File: src/hw/rtl/sfd_pkg.sv
// ---------------------------------------------------------------------------
// Serial frame deframer package
// Shared constants and types for the deframer and its CRC-16 byte unit.
// ---------------------------------------------------------------------------
package sfd_pkg;

  localparam int unsigned BYTE_W = 8;
  localparam int unsigned CRC_W  = 16;

  localparam logic [CRC_W-1:0] CRC_POLY = 16'h8408;
  localparam logic [CRC_W-1:0] CRC_INIT = 16'hFFFF;

  typedef logic [BYTE_W-1:0] byte_t;
  typedef logic [CRC_W-1:0]  crc_t;

  typedef enum logic [3:0] {
    PH_HUNT = 4'b0001,
    PH_HEAD = 4'b0010,
    PH_BODY = 4'b0100,
    PH_CRC  = 4'b1000
  } phase_t;

  typedef enum logic [2:0] {
    ST_NONE      = 3'd0,
    ST_BODY      = 3'd1,
    ST_GOOD      = 3'd2,
    ST_BAD_TOKEN = 3'd3,
    ST_TOO_LONG  = 3'd4,
    ST_CRC_ERR   = 3'd5
  } status_t;

  typedef enum logic [1:0] {
    REG_START_BYTE = 2'd0,
    REG_TOKEN_BYTE = 2'd1,
    REG_MAX_LEN    = 2'd2
  } reg_idx_t;

endpackage

File: src/hw/rtl/sfd_crc16.sv
// ---------------------------------------------------------------------------
// CRC-16 byte update
// Advances a reflected CRC-16 by one byte, least significant bit first.
// ---------------------------------------------------------------------------
module sfd_crc16 (
  input  sfd_pkg::crc_t  crc_i,
  input  sfd_pkg::byte_t data_i,
  output sfd_pkg::crc_t  crc_o
);
  import sfd_pkg::*;

  always_comb begin
    crc_t c;
    c = crc_i ^ {{(CRC_W-BYTE_W){1'b0}}, data_i};
    for (int k = 0; k < BYTE_W; k++) begin
      if (c[0]) begin
        c = (c >> 1) ^ CRC_POLY;
      end else begin
        c = c >> 1;
      end
    end
    crc_o = c;
  end

endmodule

File: src/hw/rtl/serial_frame_deframer_crc16.sv
// The result beat of an accepted input beat is registered; it shows in the next cycle.
// Throughput: one beat per cycle; the result register frees itself in the
// cycle it is taken, so the input stalls only while a result waits unread.
// Reset (synchronous, active low) returns the deframer to hunting, sets the
// CRC to all ones and loads the registers with their default values.
// ---------------------------------------------------------------------------
// Serial frame deframer with CRC-16 check
// Hunts for a start byte, parses the header, streams the body and checks the
// CRC; every received byte yields exactly one result beat.
// ---------------------------------------------------------------------------
module serial_frame_deframer_crc16 #(
  parameter int BODY_MAX = 512
) (
  input  logic                 clk,
  input  logic                 rst_n,
  input  logic                 cfg_we,
  input  logic [1:0]           cfg_index,
  input  logic [9:0]           cfg_wdata,
  input  logic                 in_valid,
  output logic                 in_stall,
  input  sfd_pkg::byte_t       in_rx_byte,
  output logic                 out_valid,
  input  logic                 out_stall,
  output logic [2:0]           out_status,
  output logic [7:0]           out_data_byte,
  output logic [8:0]           out_body_index,
  output logic [15:0]          out_seq_number,
  output logic [9:0]           out_body_len
);
  import sfd_pkg::*;

  localparam logic [31:0] BODY_MAX_W = 32'(BODY_MAX);

  byte_t       start_byte_r;
  byte_t       token_byte_r;
  logic [9:0]  max_len_r;

  phase_t      phase_r, phase_nxt;
  logic [2:0]  hdr_cnt_r, hdr_cnt_nxt;
  logic [15:0] seq_r, seq_nxt;
  logic [31:0] length_r, length_nxt;
  logic [9:0]  body_cnt_r, body_cnt_nxt;
  crc_t        crc_r, crc_nxt;

  logic        out_valid_r;
  status_t     status_r, status_nxt;
  byte_t       data_r, data_nxt;
  logic [8:0]  index_r, index_nxt;
  logic [15:0] seq_out_r, seq_out_nxt;
  logic [9:0]  len_out_r, len_out_nxt;

  logic        in_acc;
  crc_t        crc_in, crc_upd;
  logic [31:0] lim;
  logic [9:0]  body_cnt_inc;

  assign in_stall = out_valid_r && out_stall;
  assign in_acc   = in_valid && !in_stall;

  always_ff @(posedge clk) begin
    if (!rst_n) begin
      start_byte_r <= 8'd27;
      token_byte_r <= 8'd14;
      max_len_r    <= 10'd512;
    end else if (cfg_we) begin
      case (cfg_index)
        REG_START_BYTE: start_byte_r <= cfg_wdata[7:0];
        REG_TOKEN_BYTE: token_byte_r <= cfg_wdata[7:0];
        REG_MAX_LEN:    max_len_r    <= cfg_wdata;
        default: ;
      endcase
    end
  end

  assign crc_in = (phase_r == PH_HUNT) ? CRC_INIT : crc_r;

  sfd_crc16 u_crc (
    .crc_i  (crc_in),
    .data_i (in_rx_byte),
    .crc_o  (crc_upd)
  );

  assign lim = ({22'd0, max_len_r} > BODY_MAX_W) ? BODY_MAX_W : {22'd0, max_len_r};
  assign body_cnt_inc = body_cnt_r + 10'd1;

  always_comb begin
    phase_nxt    = phase_r;
    hdr_cnt_nxt  = hdr_cnt_r;
    seq_nxt      = seq_r;
    length_nxt   = length_r;
    body_cnt_nxt = body_cnt_r;
    crc_nxt      = crc_r;
    status_nxt   = ST_NONE;
    data_nxt     = '0;
    index_nxt    = '0;
    case (phase_r)
      PH_HUNT: begin
        if (in_rx_byte == start_byte_r) begin
          crc_nxt      = crc_upd;
          hdr_cnt_nxt  = '0;
          seq_nxt      = '0;
          length_nxt   = '0;
          body_cnt_nxt = '0;
          phase_nxt    = PH_HEAD;
        end
      end
      PH_HEAD: begin
        crc_nxt = crc_upd;
        case (hdr_cnt_r)
          3'd0:    seq_nxt[7:0]      = in_rx_byte;
          3'd1:    seq_nxt[15:8]     = in_rx_byte;
          3'd2:    length_nxt[7:0]   = in_rx_byte;
          3'd3:    length_nxt[15:8]  = in_rx_byte;
          3'd4:    length_nxt[23:16] = in_rx_byte;
          3'd5:    length_nxt[31:24] = in_rx_byte;
          default: ;
        endcase
        if (hdr_cnt_r >= 3'd6) begin
          if (in_rx_byte != token_byte_r) begin
            status_nxt = ST_BAD_TOKEN;
            phase_nxt  = PH_HUNT;
          end else if (length_r > lim) begin
            status_nxt = ST_TOO_LONG;
            phase_nxt  = PH_HUNT;
          end else begin
            body_cnt_nxt = '0;
            hdr_cnt_nxt  = '0;
            phase_nxt    = (length_r == '0) ? PH_CRC : PH_BODY;
          end
        end else begin
          hdr_cnt_nxt = hdr_cnt_r + 3'd1;
        end
      end
      PH_BODY: begin
        crc_nxt      = crc_upd;
        status_nxt   = ST_BODY;
        data_nxt     = in_rx_byte;
        index_nxt    = body_cnt_r[8:0];
        body_cnt_nxt = body_cnt_inc;
        if ({22'd0, body_cnt_inc} >= length_r) begin
          hdr_cnt_nxt = '0;
          phase_nxt   = PH_CRC;
        end
      end
      PH_CRC: begin
        crc_nxt = crc_upd;
        if (hdr_cnt_r == 3'd0) begin
          hdr_cnt_nxt = 3'd1;
        end else begin
          status_nxt  = (crc_upd == '0) ? ST_GOOD : ST_CRC_ERR;
          hdr_cnt_nxt = '0;
          phase_nxt   = PH_HUNT;
        end
      end
      default: begin
        phase_nxt = PH_HUNT;
      end
    endcase
    if (status_nxt != ST_NONE) begin
      seq_out_nxt = seq_nxt;
      len_out_nxt = (|length_nxt[31:10]) ? 10'h3FF : length_nxt[9:0];
    end else begin
      seq_out_nxt = '0;
      len_out_nxt = '0;
    end
  end

  always_ff @(posedge clk) begin
    if (!rst_n) begin
      phase_r    <= PH_HUNT;
      hdr_cnt_r  <= '0;
      seq_r      <= '0;
      length_r   <= '0;
      body_cnt_r <= '0;
      crc_r      <= CRC_INIT;
    end else if (in_acc) begin
      phase_r    <= phase_nxt;
      hdr_cnt_r  <= hdr_cnt_nxt;
      seq_r      <= seq_nxt;
      length_r   <= length_nxt;
      body_cnt_r <= body_cnt_nxt;
      crc_r      <= crc_nxt;
    end
  end

  always_ff @(posedge clk) begin
    if (!rst_n) begin
      out_valid_r <= 1'b0;
    end else if (in_acc) begin
      out_valid_r <= 1'b1;
    end else if (!out_stall) begin
      out_valid_r <= 1'b0;
    end
  end

  always_ff @(posedge clk) begin
    if (in_acc) begin
      status_r  <= status_nxt;
      data_r    <= data_nxt;
      index_r   <= index_nxt;
      seq_out_r <= seq_out_nxt;
      len_out_r <= len_out_nxt;
    end
  end

  assign out_valid      = out_valid_r;
  assign out_status     = status_r;
  assign out_data_byte  = data_r;
  assign out_body_index = index_r;
  assign out_seq_number = seq_out_r;
  assign out_body_len   = len_out_r;

  a_accept_gives_beat: assert property (@(posedge clk) disable iff (!rst_n)
    in_acc |=> out_valid)
    else $error("accepted input beat produced no result beat");

  a_body_count_below_len: assert property (@(posedge clk) disable iff (!rst_n)
    (phase_r == PH_BODY) |-> ({22'd0, body_cnt_r} < length_r))
    else $error("body count reached the length while still in the body");

  a_header_count_range: assert property (@(posedge clk) disable iff (!rst_n)
    (phase_r == PH_HEAD) |-> (hdr_cnt_r <= 3'd6))
    else $error("header count ran past the token byte");

endmodule

File: config.mk
export PLATFORM = sky130hd
export DESIGN_NAME = serial_frame_deframer_crc16
export DESIGN_NICKNAME = d
export VERILOG_FILES = /design/src/hw/rtl/sfd_pkg.sv /design/src/hw/rtl/sfd_crc16.sv /design/src/hw/rtl/serial_frame_deframer_crc16.sv
export SDC_FILE = /design/constraint.sdc
export NUM_CORES = 1
export LEC_CHECK = 0
export BUFFER_PORTS_ARGS = -buffer_cell sky130_fd_sc_hd__buf_2
export CORE_ASPECT_RATIO = 1.4
export CORE_MARGIN = 3
export CORE_UTILIZATION = 55
export CTS_BUF_LIST = sky130_fd_sc_hd__clkbuf_8 sky130_fd_sc_hd__clkbuf_16
export DETAILED_ROUTE_END_ITERATION = 6
export PLACE_DENSITY = 0.83
export SETUP_SLACK_MARGIN = 0.2
export SLEW_MARGIN = 20
export SYNTH_ARGS = -nofsm -noshare
export SYNTH_HDL_FRONTEND = slang
export SYNTH_SLANG_ARGS = --single-unit
export TNS_END_PERCENT = 30
File: constraint.sdc
create_clock -name clk -period 6.6 [get_ports clk]
set_input_delay 0.33 -clock clk [delete_from_list [all_inputs] [get_ports clk]]
set_output_delay 0.33 -clock clk [all_outputs]
set_load 0.02 [all_outputs]
==> key figures <==
Clock tree
  • Post_cts resized: 0
  • CTS root buffer: clkbuf_16
  • CTS clk-pin slew, worst paths: 0.07 ns
  • Later-pin clock latency in the skew report: 0.42 ns
  • Hold_buf cts: 0
  • H-tree Lvls: 4
  • Setup Fix Bufs, Post-CTS: 0
  • Clk buf depth: 2
  • TritonCTS clock tree: yes
  • CTS Buf Count: 17
  • # clock sinks: between 150 and 200

Route
  • Via count: ~6700
  • Final ANT Viol Nets: 0
  • WL final: around 19000 µm
  • First-pass DRT Iterations: 6
  • Metal-1 WL: 7746 µm
  • Highest metal used: met4
  • Drt via density: about 6.0
  • Metal2 WL: just over 9000 µm
  • Initial drt markers: roughly 600
  • Wire per inst: approximately 17 µm
  • DRC Markers: 0
  • Wire length on met3: roughly 1400 µm

Worst setup path
  • Cell count of the worst reg-to-reg path: 12
  • Buf+Inv Stages, Crit Path: 0
  • Most frequent CP cell: nand2_1
  • Worst reg2reg endpoint: out_seq_number[0]$_SDFFCE_PN0P_
  • Worst Setup EP: out_seq_number[0]$_SDFFCE_PN0P_
  • WS Path Type: reg2reg
  • Worst setup EP type: flop
  • Crit-path slowest cell: nor3_4
  • Crit path launch: max_len_r[5]$_SDFFE_PN0P_
  • Crit path launch type: flop
  • Arr. time, crit path: around 3.6 ns
  • Worst path max stage delay: around 0.78 ns
  • CP Max Fanout: 26
  • Worst path depth: 12
  • CP top delay family: simple AND/OR/NAND/NOR gates
  • R2r startpoint: max_len_r[5]$_SDFFE_PN0P_
  • Reg2reg setup slack: 3.10 ns
  • Required time of the critical path: between 6 and 7 ns
  • Worst path cell trace: nor4_1 > nand2_1 > o41ai_1 > nand2_1 > ha_1 > and3_1 > o21ai_0 > nand3_1 > o211ai_2 > a21oi_1 > nor3_4 > nor2_1

Global route
  • Gr ovfl total: 0
  • Largest net degree at the start of global routing: 71
  • First-pass GRT wire length: between 30000 and 40000 µm
  • Initial antenna violation count: 0
  • Gr usage total: 23.76%
  • Vias in the first global route: around 6100

Synth
  • Distinct cells, synth: 59
  • Yosys top cell by area: dfxtp_1
  • Mean post-synth cell area: between 9 and 10 µm²
  • Syn Std Cell Area: around 0.008 mm²
  • Post-Syn Nets: ~930
  • Post-synthesis sequential area ratio: between 40% and 50%
  • Ys Warns: 0
  • Post-synth ARST share: 0%
  • Post-synth EDFFs: 46
  • Post-synthesis register bit count: around 150
  • Cells after Synth: approximately 900
  • Top cells by area, synth: dfxtp_1, edfxtp_1, nor2_1, a22oi_1, ha_1
  • Ys flop type: dfxtp_1
  • Yosys top cell area share: between 20% and 30%

Placement
  • I/O Buffers: between 70 and 80
  • RePlAce Congestion: 0.9082
  • DP HPWL: between 10000 and 15000 µm
  • DP Cell Count: ~1100

Die
  • IO Count: 73
  • CORE AREA: 0.01404 mm²
  • Row count: between 50 and 60
  • Initial Utilization: between 50 and 60%
  • Die area: about 0.016 mm²
  • Die W: ~110 µm
  • Die Ht: about 150 µm

Power and ir drop
  • Pwr dens: between 200 and 300 mW/mm²
  • Static Leak: 3.533 nW
  • Total power: around 2.5 mW
  • Worst vdd ir: between 150 and 200 µV

Finish
  • Final Util: 63.70%
  • Layout area overhead: 12.07%
  • Post-layout net count: 966
  • Layout fillers: approximately 1200
  • Area of the multi-input gates: 0.004106 mm²
  • Share of post-route cells with drive strength above 1: between 10% and 20%
  • Register area: roughly 0.0035 mm²
  • Post-route insts no fill: roughly 1100
  • Diode count: 0

STA
  • Slew @ Worst Pin: around 1.1 ns
  • Fin Clk Skew: slightly above 0.009 ns
  • Final setup viols: 0
  • Slew headroom: 24.63%
  • Max frequency: 285.5 MHz
  • Crit share post-route: around 53%
  • RSZ-0062 raised after global routing: no
  • Final count of hold timing violations: 0
  • Setup TNS Final: 0 ns
  • Fin. max-slew vios: 0
  • Tmin final: 3.503 ns

Run
  • Max-cap viol count: 0

Worst hold path
  • Type of the worst min-delay path: in2reg

Status
  • Status: finished clean
-- Yosys cell counts (3+ instances only) --
| master | number |
|---|---|
| nor2_1 | 133 |
| dfxtp_1 | 108 |
| nand2_1 | 72 |
| a22oi_1 | 65 |
| edfxtp_1 | 46 |
| clkbuf_1 | 43 |
| xor2_1 | 33 |
| mux2i_1 | 30 |
| nand3_1 | 29 |
| o21ai_0 | 27 |
| xnor2_1 | 27 |
| ha_1 | 26 |
| a21oi_1 | 23 |
| inv_1 | 21 |
| and2_1 | 19 |
| a31oi_1 | 18 |
| nor4_1 | 17 |
| o211ai_1 | 16 |
| buf_2 | 14 |
| nor3_1 | 9 |
| a211oi_1 | 7 |
| and3_1 | 7 |
| nand2b_1 | 7 |
| nand4_1 | 7 |
| or3_1 | 7 |
| buf_1 | 6 |
| nand3b_1 | 5 |
| o21a_1 | 5 |
| a21o_1 | 4 |
| nor2b_1 | 4 |
| or4_1 | 4 |
| a21boi_0 | 3 |
| nor3b_1 | 3 |
| o31ai_1 | 3 |
| or2_2 | 3 |
-- worst min-delay path by stage --
stage | from | endpoint | slack, ns | cells after the start
after global placement | length_r[13]$_SDFFE_PN0P_ | length_r[13]$_SDFFE_PN0P_ | 0.47 | 2
after floorplan | in_valid | out_valid$_SDFFE_PN0P_ | 0.45 | 1
after detailed placement | length_r[26]$_SDFFE_PN0P_ | length_r[26]$_SDFFE_PN0P_ | 0.48 | 2
after global routing | in_valid | out_valid$_SDFFE_PN0P_ | 0.14 | 2
final | in_valid | out_valid$_SDFFE_PN0P_ | 0.13 | 2
after CTS | in_valid | out_valid$_SDFFE_PN0P_ | 0.13 | 2
-- routing by layer --
metal  vias up  track usage, %
li1       3219               -
met1      3149           30.41
met2       299           38.73
met3        54           4.212
met4         0           11.43
met5         -               0
-- area by class of cell --
type / count / share of cell area (%)
clock buffer: 17 / 4.757
clock inverter: 15 / 1.693
inverter: 23 / 0.9654
multi-input combinational: 642 / 45.92
sequential: 154 / 39.63
tap: 185 / 2.588
timing repair buffer: 77 / 4.449
-- report_power, final --
group	leakage (nW)	internal [mW]	total (mW)	switching [mW]
clock	0.277	0.503	0.936	0.434
combinational	1.92	0.172	0.479	0.307
sequential	1.34	1.02	1.08	0.0574
-- registers in the layout, indices dropped and copies added (netlist names) --
| signal | cells |
|---|---|
| token_byte_r | 8 |
| out_seq_number | 16 |
| out_data_byte | 8 |
| hdr_cnt_r | 3 |
| crc_r | 16 |
| out_body_index | 9 |
| out_body_len | 10 |
| body_cnt_r | 10 |
| out_status | 3 |
| length_r | 32 |
| phase_r | 4 |
| max_len_r | 10 |
| seq_r | 16 |
| start_byte_r | 8 |
| out_valid | 1 |
-- placed cells by master, fill, tap and decap left out, types with 5 or more instances in the layout --
cell type,count
buf_2,72
nand2_1,72
edfxtp_1,46
nor2_1,133
o21a_1,5
nor4_1,17
a31oi_1,18
nor3_1,9
inv_1,20
ha_1,26
nand3b_1,5
dfxtp_1,108
xor2_1,33
a22oi_1,65
and2_1,19
or3_1,7
clkbuf_16,17
mux2i_1,30
a21oi_1,23
inv_8,5
and3_1,7
nand2b_1,7
nand4_1,7
a211oi_1,7
nand3_1,28
o21ai_0,27
buf_4,5
xnor2_1,27
o211ai_1,16
-- logic make-up after synthesis --
logic type      count (synthesis)  synth area share, %
mux                            31                3.905
simple gates                  339                20.59
xor+xnor                       62                7.072
compound gates                184                15.68
buf+inv                        86                4.265
fa+ha+maj                      26                4.077
flops                         154                44.41
-- per-stage QoR --
step	hold WS, ns	setup slack, ns	cell area (µm²)
3_5_place_dp	0.4807	3.134	8361
3_3_place_gp	0.4706	3.235	8361
4_1_cts	0.1292	3.093	8937
2_1_floorplan	0.4541	3.260	7979
5_1_grt	0.1408	2.713	8942
6_report	0.1341	3.097	8942
Power figures use the tool's default switching activity.
